==> src/opfd_pkg.sv <==
// Shared types, constants and the checksum function for the OOK pulse frame decoder.
// No dependencies; used by every module of the block.
package opfd_pkg;

    localparam int MIN_SEQUENCE = 87;
    localparam int FRAME_BITS   = 40;
    localparam int DATA_ITEMS   = 2 * FRAME_BITS;
    localparam int DATA_NEEDED  = 2 * FRAME_BITS - 1;

    localparam int ICNT_W = $clog2(MIN_SEQUENCE + 1);
    localparam int DCNT_W = $clog2(DATA_ITEMS + 1);
    localparam int BITS_W = $clog2(FRAME_BITS + 1);

    localparam int QUEUE_DEPTH = 4;
    localparam int QUEUE_AW    = $clog2(QUEUE_DEPTH);

    localparam logic [31:0] ZERO_MASK  = 32'h00ff_0fff;
    localparam logic [7:0]  CHECK_POLY = 8'h31;

    localparam int PRE_LEN = 8;

    // preamble windows, exclusive bounds
    localparam logic signed [15:0] PRE_A_LO = 16'sd300;
    localparam logic signed [15:0] PRE_A_HI = 16'sd450;
    localparam logic signed [15:0] PRE_B_LO = 16'sd700;
    localparam logic signed [15:0] PRE_B_HI = 16'sd850;
    localparam logic signed [15:0] PRE_C_LO = 16'sd850;
    localparam logic signed [15:0] PRE_C_HI = 16'sd1000;

    localparam int CFG_IDX_W  = 3;
    localparam int CFG_DATA_W = 16;

    typedef enum logic [CFG_IDX_W-1:0] {
        REG_MARK_MIN = 3'd0,
        REG_MARK_MAX = 3'd1,
        REG_PAIR_MIN = 3'd2,
        REG_PAIR_MAX = 3'd3,
        REG_ONE_THR  = 3'd4,
        REG_SEED     = 3'd5
    } t_reg_idx;

    typedef enum logic [2:0] {
        ST_OK     = 3'd0,
        ST_SHORT  = 3'd1,
        ST_NO_PRE = 3'd2,
        ST_BAD    = 3'd3,
        ST_ZERO   = 3'd4,
        ST_CHK    = 3'd5
    } t_status;

    typedef struct packed {
        logic [14:0] mark_min;
        logic [14:0] mark_max;
        logic [15:0] pair_min;
        logic [15:0] pair_max;
        logic [14:0] one_thr;
        logic [7:0]  seed;
    } t_cfg;

    // classified duration as it travels through the queue
    typedef struct packed {
        logic [15:0] duration;
        logic        last;
        logic        pre_a;
        logic        pre_b;
        logic        pre_c;
        logic        mark_ok;
        logic        is_one;
    } t_item;

    typedef struct packed {
        logic pre_a;
        logic pre_b;
        logic pre_c;
    } t_pre;

    function automatic logic [7:0] check_of(input logic [7:0] seed, input logic [31:0] data);
        logic [7:0] s;
        s = seed ^ data[7:0] ^ data[15:8] ^ data[23:16] ^ data[31:24];
        for (int i = 0; i < 8; i++) begin
            if (s[7]) begin
                s = {s[6:0], 1'b0} ^ CHECK_POLY;
            end else begin
                s = {s[6:0], 1'b0};
            end
        end
        return s;
    endfunction

endpackage

==> src/opfd_front.sv <==
// Front end: classifies one incoming duration against the preamble and data windows.
// Depends on opfd_pkg.
module opfd_front (
    input  logic [15:0]      i_duration,
    input  logic             i_last_item,
    input  opfd_pkg::t_cfg   i_cfg,
    output opfd_pkg::t_item  o_item
);

    logic signed [15:0] w_dur;

    assign w_dur = $signed(i_duration);

    always_comb begin
        o_item.duration = i_duration;
        o_item.last     = i_last_item;
        o_item.pre_a    = (w_dur > opfd_pkg::PRE_A_LO) && (w_dur < opfd_pkg::PRE_A_HI);
        o_item.pre_b    = (w_dur > opfd_pkg::PRE_B_LO) && (w_dur < opfd_pkg::PRE_B_HI);
        o_item.pre_c    = (w_dur > opfd_pkg::PRE_C_LO) && (w_dur < opfd_pkg::PRE_C_HI);
        o_item.mark_ok  = (w_dur >= $signed({1'b0, i_cfg.mark_min}))
                       && (w_dur <= $signed({1'b0, i_cfg.mark_max}));
        o_item.is_one   = w_dur > $signed({1'b0, i_cfg.one_thr});
    end

endmodule

==> src/opfd_queue.sv <==
// Short FIFO of classified durations between front and back.
// Depends on opfd_pkg.
module opfd_queue (
    input  logic             i_clk,
    input  logic             i_rst_n,
    input  logic             i_push,
    input  opfd_pkg::t_item  i_push_data,
    output logic             o_full,
    input  logic             i_pop,
    output opfd_pkg::t_item  o_pop_data,
    output logic             o_empty
);

    opfd_pkg::t_item                r_mem [opfd_pkg::QUEUE_DEPTH];
    logic [opfd_pkg::QUEUE_AW-1:0]  r_wp;
    logic [opfd_pkg::QUEUE_AW-1:0]  r_rp;
    logic [opfd_pkg::QUEUE_AW:0]    r_cnt;

    assign o_full     = r_cnt == (opfd_pkg::QUEUE_AW+1)'(opfd_pkg::QUEUE_DEPTH);
    assign o_empty    = r_cnt == '0;
    assign o_pop_data = r_mem[r_rp];

    always_ff @(posedge i_clk) begin
        if (i_push) begin
            r_mem[r_wp] <= i_push_data;
        end
    end

    always_ff @(posedge i_clk) begin
        if (!i_rst_n) begin
            r_wp  <= '0;
            r_rp  <= '0;
            r_cnt <= '0;
        end else begin
            if (i_push) begin
                r_wp <= r_wp + 1'b1;
            end
            if (i_pop) begin
                r_rp <= r_rp + 1'b1;
            end
            if (i_push && !i_pop) begin
                r_cnt <= r_cnt + 1'b1;
            end else if (!i_push && i_pop) begin
                r_cnt <= r_cnt - 1'b1;
            end
        end
    end

endmodule

==> src/opfd_back.sv <==
// Back end: preamble search, bit decoding, frame snapshot, status and output register.
// Depends on opfd_pkg.
module opfd_back (
    input  logic             i_clk,
    input  logic             i_rst_n,
    input  opfd_pkg::t_cfg   i_cfg,
    input  logic             i_item_vld,
    input  opfd_pkg::t_item  i_item,
    output logic             o_pop,
    output logic             o_out_valid,
    input  logic             i_out_ready,
    output logic [2:0]       o_status,
    output logic [31:0]      o_data_word,
    output logic [7:0]       o_checksum_byte,
    output logic [5:0]       o_bit_count
);

    typedef enum logic [2:0] {
        PH_SEARCH = 3'b001,
        PH_DATA   = 3'b010,
        PH_DONE   = 3'b100
    } t_phase;

    localparam int IW = opfd_pkg::ICNT_W;
    localparam int DW = opfd_pkg::DCNT_W;
    localparam int BW = opfd_pkg::BITS_W;
    localparam int FB = opfd_pkg::FRAME_BITS;

    // sequence state
    t_phase              r_phase,  n_phase;
    opfd_pkg::t_pre      r_win [opfd_pkg::PRE_LEN];
    opfd_pkg::t_pre      n_win [opfd_pkg::PRE_LEN];
    logic [IW-1:0]       r_icnt,   n_icnt;
    logic [DW-1:0]       r_dcnt,   n_dcnt;
    logic [14:0]         r_pend,   n_pend;
    logic [FB-1:0]       r_bits,   n_bits;
    logic [BW-1:0]       r_taken,  n_taken;
    logic                r_err,    n_err;

    // finished-frame snapshot
    logic                r_fin_vld;
    logic                r_fin_eval;
    logic [2:0]          r_fin_status;
    logic [FB-1:0]       r_fin_bits;
    logic [BW-1:0]       r_fin_taken;

    // output register
    logic                r_out_vld;
    logic [2:0]          r_out_status;
    logic [31:0]         r_out_data;
    logic [7:0]          r_out_chk;
    logic [BW-1:0]       r_out_nbits;

    logic                w_fin_move;
    logic                w_fin_free;
    logic                w_seen;
    logic [16:0]         w_sum;
    logic                w_pair_ok;
    logic [2:0]          w_pre_status;
    logic                w_pre_eval;
    logic [31:0]         w_fin_data;
    logic [2:0]          w_eval_status;

    assign w_fin_move = r_fin_vld && (!r_out_vld || i_out_ready);
    assign w_fin_free = !r_fin_vld || w_fin_move;
    assign o_pop      = i_item_vld && (!i_item.last || w_fin_free);

    // preamble across the window after this item shifts in
    assign w_seen = r_win[1].pre_a && r_win[2].pre_b && r_win[3].pre_c && r_win[4].pre_b
                 && r_win[5].pre_c && r_win[6].pre_b && r_win[7].pre_c && i_item.pre_b;

    assign w_sum     = {i_item.duration[15], i_item.duration} + {2'b00, r_pend};
    assign w_pair_ok = ($signed(w_sum) >= $signed({1'b0, i_cfg.pair_min}))
                    && ($signed(w_sum) <= $signed({1'b0, i_cfg.pair_max}));

    always_comb begin
        n_phase = r_phase;
        n_win   = r_win;
        n_dcnt  = r_dcnt;
        n_pend  = r_pend;
        n_bits  = r_bits;
        n_taken = r_taken;
        n_err   = r_err;
        n_icnt  = (r_icnt == IW'(opfd_pkg::MIN_SEQUENCE)) ? r_icnt : r_icnt + 1'b1;

        unique case (r_phase)
            PH_SEARCH: begin
                for (int i = 0; i < opfd_pkg::PRE_LEN - 1; i++) begin
                    n_win[i] = r_win[i+1];
                end
                n_win[opfd_pkg::PRE_LEN-1] = '{pre_a: i_item.pre_a, pre_b: i_item.pre_b,
                                                pre_c: i_item.pre_c};
                if (w_seen) begin
                    n_phase = PH_DATA;
                end
            end
            PH_DATA: begin
                if (!r_err) begin
                    if (!r_dcnt[0]) begin
                        if (!i_item.mark_ok) begin
                            n_err = 1'b1;
                        end else begin
                            n_bits  = {r_bits[FB-2:0], i_item.is_one};
                            n_taken = r_taken + 1'b1;
                            n_pend  = i_item.duration[14:0];
                        end
                    end else if (!i_item.mark_ok || !w_pair_ok) begin
                        n_err = 1'b1;
                    end
                end
                n_dcnt = r_dcnt + 1'b1;
                if (n_dcnt >= DW'(opfd_pkg::DATA_ITEMS)) begin
                    n_phase = PH_DONE;
                end
            end
            PH_DONE: begin
            end
            default: begin
                n_phase = PH_SEARCH;
            end
        endcase
    end

    // early status classes, known before the checksum is looked at
    always_comb begin
        w_pre_eval   = 1'b0;
        w_pre_status = opfd_pkg::ST_OK;
        if (n_icnt < IW'(opfd_pkg::MIN_SEQUENCE)) begin
            w_pre_status = opfd_pkg::ST_SHORT;
        end else if (n_phase == PH_SEARCH || n_dcnt < DW'(opfd_pkg::DATA_NEEDED)) begin
            w_pre_status = opfd_pkg::ST_NO_PRE;
        end else if (n_err) begin
            w_pre_status = opfd_pkg::ST_BAD;
        end else begin
            w_pre_eval = 1'b1;
        end
    end

    assign w_fin_data = r_fin_bits[FB-1:8];

    always_comb begin
        if ((w_fin_data & opfd_pkg::ZERO_MASK) == '0) begin
            w_eval_status = opfd_pkg::ST_ZERO;
        end else if (opfd_pkg::check_of(i_cfg.seed, w_fin_data) != r_fin_bits[7:0]) begin
            w_eval_status = opfd_pkg::ST_CHK;
        end else begin
            w_eval_status = opfd_pkg::ST_OK;
        end
    end

    always_ff @(posedge i_clk) begin
        if (!i_rst_n) begin
            r_phase <= PH_SEARCH;
            for (int i = 0; i < opfd_pkg::PRE_LEN; i++) begin
                r_win[i] <= '0;
            end
            r_icnt  <= '0;
            r_dcnt  <= '0;
            r_pend  <= '0;
            r_bits  <= '0;
            r_taken <= '0;
            r_err   <= 1'b0;
        end else if (o_pop) begin
            if (i_item.last) begin
                r_phase <= PH_SEARCH;
                for (int i = 0; i < opfd_pkg::PRE_LEN; i++) begin
                    r_win[i] <= '0;
                end
                r_icnt  <= '0;
                r_dcnt  <= '0;
                r_pend  <= '0;
                r_bits  <= '0;
                r_taken <= '0;
                r_err   <= 1'b0;
            end else begin
                r_phase <= n_phase;
                r_win   <= n_win;
                r_icnt  <= n_icnt;
                r_dcnt  <= n_dcnt;
                r_pend  <= n_pend;
                r_bits  <= n_bits;
                r_taken <= n_taken;
                r_err   <= n_err;
            end
        end
    end

    // snapshot slot
    always_ff @(posedge i_clk) begin
        if (!i_rst_n) begin
            r_fin_vld <= 1'b0;
        end else if (o_pop && i_item.last) begin
            r_fin_vld <= 1'b1;
        end else if (w_fin_move) begin
            r_fin_vld <= 1'b0;
        end
    end

    always_ff @(posedge i_clk) begin
        if (o_pop && i_item.last) begin
            r_fin_eval   <= w_pre_eval;
            r_fin_status <= w_pre_status;
            r_fin_bits   <= n_bits;
            r_fin_taken  <= n_taken;
        end
    end

    // output register
    always_ff @(posedge i_clk) begin
        if (!i_rst_n) begin
            r_out_vld <= 1'b0;
        end else if (w_fin_move) begin
            r_out_vld <= 1'b1;
        end else if (i_out_ready) begin
            r_out_vld <= 1'b0;
        end
    end

    always_ff @(posedge i_clk) begin
        if (w_fin_move) begin
            if (r_fin_eval) begin
                r_out_status <= w_eval_status;
                r_out_data   <= w_fin_data;
                r_out_chk    <= r_fin_bits[7:0];
                r_out_nbits  <= r_fin_taken;
            end else begin
                r_out_status <= r_fin_status;
                r_out_data   <= '0;
                r_out_chk    <= '0;
                r_out_nbits  <= '0;
            end
        end
    end

    assign o_out_valid     = r_out_vld;
    assign o_status        = r_out_status;
    assign o_data_word     = r_out_data;
    assign o_checksum_byte = r_out_chk;
    assign o_bit_count     = 6'(r_out_nbits);

endmodule

==> src/ook_pulse_frame_decoder_unit.sv <==
// Top level of the OOK pulse frame decoder: configuration registers and the front/queue/back chain.
// Depends on opfd_pkg, opfd_front, opfd_queue and opfd_back.

// The decoder takes one pulse or gap duration per transaction, up to one per clock, and
// gives one status transaction for every sequence, after the duration marked last_item.
// A four-entry queue separates classification from decoding, so input keeps flowing while
// a result waits on the output; input stalls only when two statuses already wait (snapshot
// and output registers) and a third sequence end sits at the head of a full queue.
// Sustained rate is one duration per cycle while the output keeps up, set by the back end,
// which retires one queued duration each cycle unless a sequence end waits for a free
// snapshot slot. With no stalls a status passes from the queue through the snapshot
// register into the output register, where the checksum is checked.
// The decoder looks for the first preamble of eight durations in fixed windows, then
// takes 40 mark/gap bits, first bit most significant; the last gap may be missing.
// Status codes: 0 ok, 1 too short, 2 no preamble or incomplete frame, 3 bad pulse,
// 4 all-zero data, 5 checksum mismatch; for codes 1 to 3 the data fields read zero.
// Configuration writes take effect at once and belong only to idle periods.
module ook_pulse_frame_decoder_unit (
    input  logic                                i_clk,
    input  logic                                i_rst_n,
    // configuration write port
    input  logic                                i_cfg_we,
    input  logic [opfd_pkg::CFG_IDX_W-1:0]      i_cfg_idx,
    input  logic [opfd_pkg::CFG_DATA_W-1:0]     i_cfg_data,
    // duration input
    input  logic                                i_in_valid,
    output logic                                o_in_ready,
    input  logic [15:0]                         i_duration,
    input  logic                                i_last_item,
    // status output
    output logic                                o_out_valid,
    input  logic                                i_out_ready,
    output logic [2:0]                          o_status,
    output logic [31:0]                         o_data_word,
    output logic [7:0]                          o_checksum_byte,
    output logic [5:0]                          o_bit_count
);

    opfd_pkg::t_cfg   r_cfg;
    opfd_pkg::t_item  w_front_item;
    opfd_pkg::t_item  w_q_item;
    logic             w_q_full;
    logic             w_q_empty;
    logic             w_q_pop;
    logic             w_push;

    // config registers, reset to their documented defaults
    always_ff @(posedge i_clk) begin
        if (!i_rst_n) begin
            r_cfg.mark_min <= 15'd150;
            r_cfg.mark_max <= 15'd700;
            r_cfg.pair_min <= 16'd750;
            r_cfg.pair_max <= 16'd950;
            r_cfg.one_thr  <= 15'd400;
            r_cfg.seed     <= 8'h53;
        end else if (i_cfg_we) begin
            unique case (opfd_pkg::t_reg_idx'(i_cfg_idx))
                opfd_pkg::REG_MARK_MIN: r_cfg.mark_min <= i_cfg_data[14:0];
                opfd_pkg::REG_MARK_MAX: r_cfg.mark_max <= i_cfg_data[14:0];
                opfd_pkg::REG_PAIR_MIN: r_cfg.pair_min <= i_cfg_data;
                opfd_pkg::REG_PAIR_MAX: r_cfg.pair_max <= i_cfg_data;
                opfd_pkg::REG_ONE_THR:  r_cfg.one_thr  <= i_cfg_data[14:0];
                opfd_pkg::REG_SEED:     r_cfg.seed     <= i_cfg_data[7:0];
                default: begin
                end
            endcase
        end
    end

    // input is taken whenever the queue has room
    assign o_in_ready = !w_q_full;
    assign w_push     = i_in_valid && !w_q_full;

    opfd_front u_front (
        .i_duration  (i_duration),
        .i_last_item (i_last_item),
        .i_cfg       (r_cfg),
        .o_item      (w_front_item)
    );

    opfd_queue u_queue (
        .i_clk       (i_clk),
        .i_rst_n     (i_rst_n),
        .i_push      (w_push),
        .i_push_data (w_front_item),
        .o_full      (w_q_full),
        .i_pop       (w_q_pop),
        .o_pop_data  (w_q_item),
        .o_empty     (w_q_empty)
    );

    opfd_back u_back (
        .i_clk           (i_clk),
        .i_rst_n         (i_rst_n),
        .i_cfg           (r_cfg),
        .i_item_vld      (!w_q_empty),
        .i_item          (w_q_item),
        .o_pop           (w_q_pop),
        .o_out_valid     (o_out_valid),
        .i_out_ready     (i_out_ready),
        .o_status        (o_status),
        .o_data_word     (o_data_word),
        .o_checksum_byte (o_checksum_byte),
        .o_bit_count     (o_bit_count)
    );

endmodule

==> config.mk <==
export PLATFORM = sky130hd
export DESIGN_NAME = ook_pulse_frame_decoder_unit
export DESIGN_NICKNAME = d
export VERILOG_FILES = /design/src/opfd_pkg.sv /design/src/opfd_front.sv /design/src/opfd_queue.sv /design/src/opfd_back.sv /design/src/ook_pulse_frame_decoder_unit.sv
export SDC_FILE = /design/constraint.sdc
export NUM_CORES = 1
export LEC_CHECK = 0
export BUFFER_PORTS_ARGS = -buffer_cell sky130_fd_sc_hd__buf_2
export CAP_MARGIN = 30
export CORE_MARGIN = 5
export CORE_UTILIZATION = 55
export DETAILED_ROUTE_END_ITERATION = 16
export PLACE_DENSITY = 0.76
export SYNTH_ARGS = -nofsm -noshare
export SYNTH_HDL_FRONTEND = slang
export SYNTH_SLANG_ARGS = --single-unit
export TNS_END_PERCENT = 10
==> constraint.sdc <==
create_clock -name i_clk -period 4.7 [get_ports i_clk]
set_input_delay 0.705 -clock i_clk [delete_from_list [all_inputs] [get_ports i_clk]]
set_output_delay 0.705 -clock i_clk [all_outputs]
set_load 0.05 [all_outputs]
* Word level (Yosys, flattened, before mapping)
Memories as Yosys holds them, arrays and structs flattened. A register that Yosys moved wholly into a read port is not among the register bits. Cells that the tools add are included.
Operators by class: add/sub/neg operators 8, magnitude comparators 14, eq/ne operators 14, mux-type cells 63, bitwise gates (word level) 12, reduce and logical (&&, ||, !) cells 50
Operator list (count):
- $mux W40 | 5
- $mux W6 | 13
- $mux W15 | 5
- $mux W8 | 8
- $mux W21 | 2
- $gt A16 B11 Y1 const B | 2
- $logic_not A32 Y1 | 1
- $lt A16 B11 Y1 const B | 2
- $xor A8 B8 Y8 | 4
- $mux W7 | 4
- $mux W3 | 8
- $not A3 Y3 | 8
- $logic_and A1 B1 Y1 | 18
- $add A16 B16 Y17 | 1
- $ge A17 B17 Y1 | 1
- $le A17 B17 Y1 | 1
- $ge A16 B16 Y1 | 1
- $gt A16 B10 Y1 const B | 1
- $gt A16 B16 Y1 | 1
- $le A16 B16 Y1 | 1
- $lt A16 B10 Y1 const B | 1
- $add A7 B1 Y7 const B | 2
- $lt A7 B7 Y1 const B | 2
- $reduce_and A2 Y1 | 7
- 20 further kinds | 62
Storage, ports and cells: bits in registers 291, memory bits (writable) 88, bits of input ports 41, output and inout bits 51, word-level logic and storage cells 208, memories kept 1
Memory list:
- u_queue.r_mem | words 4, width 22, rd ports 1, clocked after Yosys merged registers in 1, write ports 1, RTL line opfd_queue.sv:14 | opfd_pkg::t_item r_mem [opfd_pkg::QUEUE_DEPTH];

* Logic depth before layout (Yosys ltp)
depth after elaboration 32, mapped depth 23, mapped depth without buffers 22

* Modules after synthesis
Synthesis repeated with hierarchy kept, for this count alone.
Unflattened totals: cell total of the unflattened synthesis 1681, area, all modules 18257.5 µm²
Modules (own cells, without submodules):
- opfd_back | times used 1, cells an instance 1011, area an instance 9932.0 µm², sequential area each 4924.7 µm²
- opfd_queue | times used 1, cells an instance 157, area an instance 3623.5 µm², sequential area each 2822.7 µm²
- ook_pulse_frame_decoder_unit | times used 1, cells an instance 316, area an instance 3296.9 µm², sequential area each 1701.6 µm²
- opfd_front | times used 1, cells an instance 197, area an instance 1405.1 µm², sequential area each 0.0 µm²

* Worst setup path after synthesis
Ideal clock, no wire load.
path kind register -> register, from register with a tool-made name, to register u_back.r_fin_status[1] (data pin), setup time 262 ps, data arrival time 4623 ps, slack -185 ps, cell stages (with the launch flop) 22, period minus slack after synthesis 4885 ps, cells stage by stage dfxtp_1 buf_2 buf_2 mux4_2 ha_1 a21o_1 nor2_1 a21oi_1 o41a_1 a311o_1 a21oi_1 xnor2_1 ha_1 nand4_1 nor2_1 nand2_1 nand2_1 o221ai_1 a311o_1 o41ai_2 and2b_1 nor2_1
RTL lines:
- to (signal assigned) | RTL line opfd_back.sv:202 | r_fin_status <= w_pre_status;
- to (decl) | RTL line opfd_back.sv:43 | logic [2:0] r_fin_status;

==> summary.md <==
| Metric | Value |
|---|---|
| Die area | `35400 um2` |
| Detailed placement HPWL | `approximately 27000 um` |
| FP Rows | `65` |
| Cell family with most CP delay | `compound AO/OA/AOI/OAI gates` |
| Fin. max-slew vios | `0` |
| WP data arrival | `5.12 ns` |
| Clk slew on worst S/H paths | `about 0.06 ns` |
| Final Hold Vio Count | `0` |
| RSZ-0062 raised after global routing | `true` |
| Fill cell count | `2465` |
| CORE AREA | `around 31000 um2` |
| Drt initial violations | `around 940` |
| Vias | `around 13000` |
| Post-layout min period | `between 4 and 5 ns` |
| TritonCTS clock tree | `built` |
| Routability Congestion | `around 0.91` |
| Routed vias/inst | `~5.7` |
| Synth Instances | `around 1700` |
| GR Util All Layers | `about 22%` |
| Longest Clk Path Bufs | `3` |
| Worst Tran Pin Value | `1.19 ns` |
| # diodes | `0` |
| Post-synth EDFFs | `~190` |
| Crit start category | `flop` |
| Maximum fanout along the worst path | `4` |
| Inst Count DP | `between 2000 and 2500` |
| DP Worst Slack | `-0.147 ns` |
| Lkg Pwr | `0.00774 uW` |
| Clock Sinks | `approximately 380` |
| PwrDens | `524 nW/um2` |
| Initial antenna violation count | `0` |
| # nets final | `1917` |
| Final Total Pwr | `10400 uW` |
| CP endpoint kind | `flop` |
| Final wirelength | `~40000 um` |
| CP max stage delay | `about 0.52 ns` |
| Top cell type's share of synthesized area | `roughly a third` |
| First-pass GRT wire length | `64000 um` |
| Register area | `9450 um2` |
| Cell mode on critical path | `a21oi_2` |
| Total gr overflow | `0` |
| Synth unique cells | `71` |
| VDD IR max | `about 0.32 mV` |
| Synth Register Bits | `379` |
| Clock insertion delay at the later pin of the skew report | `about 0.54 ns` |
| Area contributors post-synth | `edfxtp_1 (32%), dfxtp_1 (22%), ha_1 (7.2%)` |
| IO buf count | `91` |
| Final cell count without fillers | `about 2200` |
| Fin util | `63.3%` |
| Failing checks | `setup timing` |
| H-tree levels | `2` |
| Antenna viol nets, final | `0` |
| Primary FF master, synth | `dfxtp_1` |
| Die Span Y | `188 um` |
| Hold bufs inserted after CTS | `0` |
| Outcome | `finished with violations` |
| Worst Clk Skew | `between 0.015 and 0.02 ns` |
| Fraction of the yosys area taken by sequential cells | `54.1%` |
| Cell Area, Synth | `~17000 um2` |
| Crit Path Class | `flop to flop` |
| Critical path cell sequence | `mux4_2 -> ha_1 -> a21o_1 -> a21oi_2 -> nor2b_2 -> o21bai_1 -> a21oi_2 -> o41a_1 -> a311o_1 -> a21oi_2 -> xnor2_2 -> ha_1 -> nand4_1 -> nor2_2 -> nand2_1 -> nand2_1 -> o221ai_1 -> a311o_1 -> o41ai_4 -> and2b_1 -> nor2_1` |
| Slowest library cell on the worst path | `mux4_2` |
| Root Driver | `clkbuf_16` |
| Die X | `188 um` |
| Max-cap viol count | `0` |
| Req. time, crit path | `between 4 and 5 ns` |
| Ys async rst share | `0%` |
| Largest net degree at the start of global routing | `a little over 70` |
| Slew headroom | `18.5%` |
| Syn avg cell area | `a little over 10 um2` |
| Drt first pass iters | `7` |
| Ys Warns | `0` |
| CTS buffer count | `39` |
| DRC errors left | `0` |
| Final setup violation count | `4` |
| Fin worst setup slack | `-0.167 ns` |
| Layout cells sized above 1 | `13.1%` |
| I/O Pins | `just over 90` |
| Final period util | `104%` |
| Area Growth Syn to Fin | `14.1%` |
| Number of buffers and inverters on the critical path | `0` |
| Initial Util | `a little under three fifths` |
| Leading area contributor after synthesis | `edfxtp_1` |
| Peak Freq | `around 0.21 GHz` |
| Drt wl/cell | `about 18 um` |
| Synthesized net count | `1824` |
| Worst hold path type | `primary input to flop` |
| Area of the multi-input gates | `7460 um2` |
| Vias in the first global route | `about 12000` |
cells by family after synthesis:
logic type      synth area share [%]
compound gates                  12.0
xor+xnor                        3.90
fa+ha+maj                       7.39
buf+inv                         3.70
flops                           54.1
mux                             3.02
simple gates                    15.8
cell usage in the layout, fill, tap and decap left out, drive strengths merged, types with 14 or more instances in the layout:
master / instances
a21o: 17
a21oi: 102
a22oi: 81
and2: 53
buf: 131
clkbuf: 52
clkinv: 14
dfxtp: 193
edfxtp: 186
ha: 100
inv: 90
mux4: 22
nand2: 300
nand3: 25
nor2: 137
nor2b: 22
o211ai: 29
o21a: 17
o21ai: 28
xnor2: 51
xor2: 26
final timing paths:
check | cells after the start | slack (ns) | from | endpoint
min | 1 | 0.41 | i_last_item | u_queue.r_mem[0][5]
max | 21 | -0.17 | flop | u_back.r_fin_status[1]
max reg2reg | 21 | -0.17 | flop | u_back.r_fin_status[1]
min reg2reg | 2 | 0.46 | r_cfg[52] | r_cfg[52]
synthesized netlist by cell type (4+ instances only):
master and n:
a211oi_1 4, a21o_1 17, a21oi_1 102, a22oi_1 81
and2_1 53, and3_1 12, and4_1 4, buf_2 6
clkbuf_1 71, dfxtp_1 193, edfxtp_1 186, ha_1 100
inv_1 87, mux4_2 22, nand2_1 300, nand2b_1 7
nand3_1 24, nand4_1 12, nand4b_1 4, nor2_1 135
nor2b_1 22, nor3_1 12, nor4_1 9, o211ai_1 29
o21a_1 17, o21ai_0 26, o21bai_1 4, or3_1 6
xnor2_1 50, xor2_1 26
registers in the layout, summed over array words and instances (netlist names), 2 cells and up, named ones only:
register	count
r_cfg	85
u_back.o_bit_count	6
u_back.o_checksum_byte	8
u_back.o_data_word	32
u_back.o_status	3
u_back.r_bits	40
u_back.r_dcnt	7
u_back.r_fin_bits	40
u_back.r_fin_status	2
u_back.r_fin_taken	6
u_back.r_icnt	7
u_back.r_pend	15
u_back.r_phase	3
u_back.r_taken	6
u_back.r_win	18
u_queue.r_cnt	3
u_queue.r_mem	88
u_queue.r_rp	2
u_queue.r_wp	2
metal layers:
layer  wire length (um)  track usage, %  vias up
met5                  0               0        -
met4               1240            7.68        0
met2              19200            36.5      395
met3               2480            3.76       79
met1              16700            29.5     6071
li1                   -               -     6099
where the power goes:
| part | internal (uW) | switching [uW] | total [uW] |
|---|---|---|---|
| clock | 1900 | 1250 | 3150 |
| combinational | 1180 | 1980 | 3160 |
| sequential | 3910 | 206 | 4120 |
| total | 7000 | 3440 | 10400 |
cell type report:
class,instances,area share [%]
clock buffer,52,5.45
clock inverter,20,1.15
inverter,89,1.69
multi-input combinational,1134,37.5
sequential,379,47.4
tap,402,2.52
timing repair buffer,131,4.31
worst register-to-register path, cell delays in order (launching register included):
cell,delay [ns]
dfxtp_4,0.38
mux4_2,0.52
ha_1,0.30
a21o_1,0.17
a21oi_2,0.17
nor2b_2,0.07
o21bai_1,0.25
a21oi_2,0.11
o41a_1,0.38
a311o_1,0.36
a21oi_2,0.19
xnor2_2,0.09
ha_1,0.29
nand4_1,0.11
nor2_2,0.14
nand2_1,0.06
nand2_1,0.06
o221ai_1,0.09
a311o_1,0.38
o41ai_4,0.25
and2b_1,0.18
nor2_1,0.04
per-stage QoR:
step	instance area [um2]	hold WS, ns	setup TNS [ns]
detailed placement	18500	0.447	-0.417
CTS	19900	0.402	-0.303
global route	19900	0.409	-1.47
finish	19900	0.407	-0.555
floorplan	17500	0.436	0
global placement	18400	0.442	-0.142
timing repair:
| action | CTS | global route |
|---|---|---|
| setup endpoints to repair | 4 | 4 |
| gates resized for setup | 10 | 7 |
| gates cloned | 0 | 0 |
| setup buffers | 0 | 1 |
| pin swaps | 0 | 1 |
(Power assumes the default switching activity.)
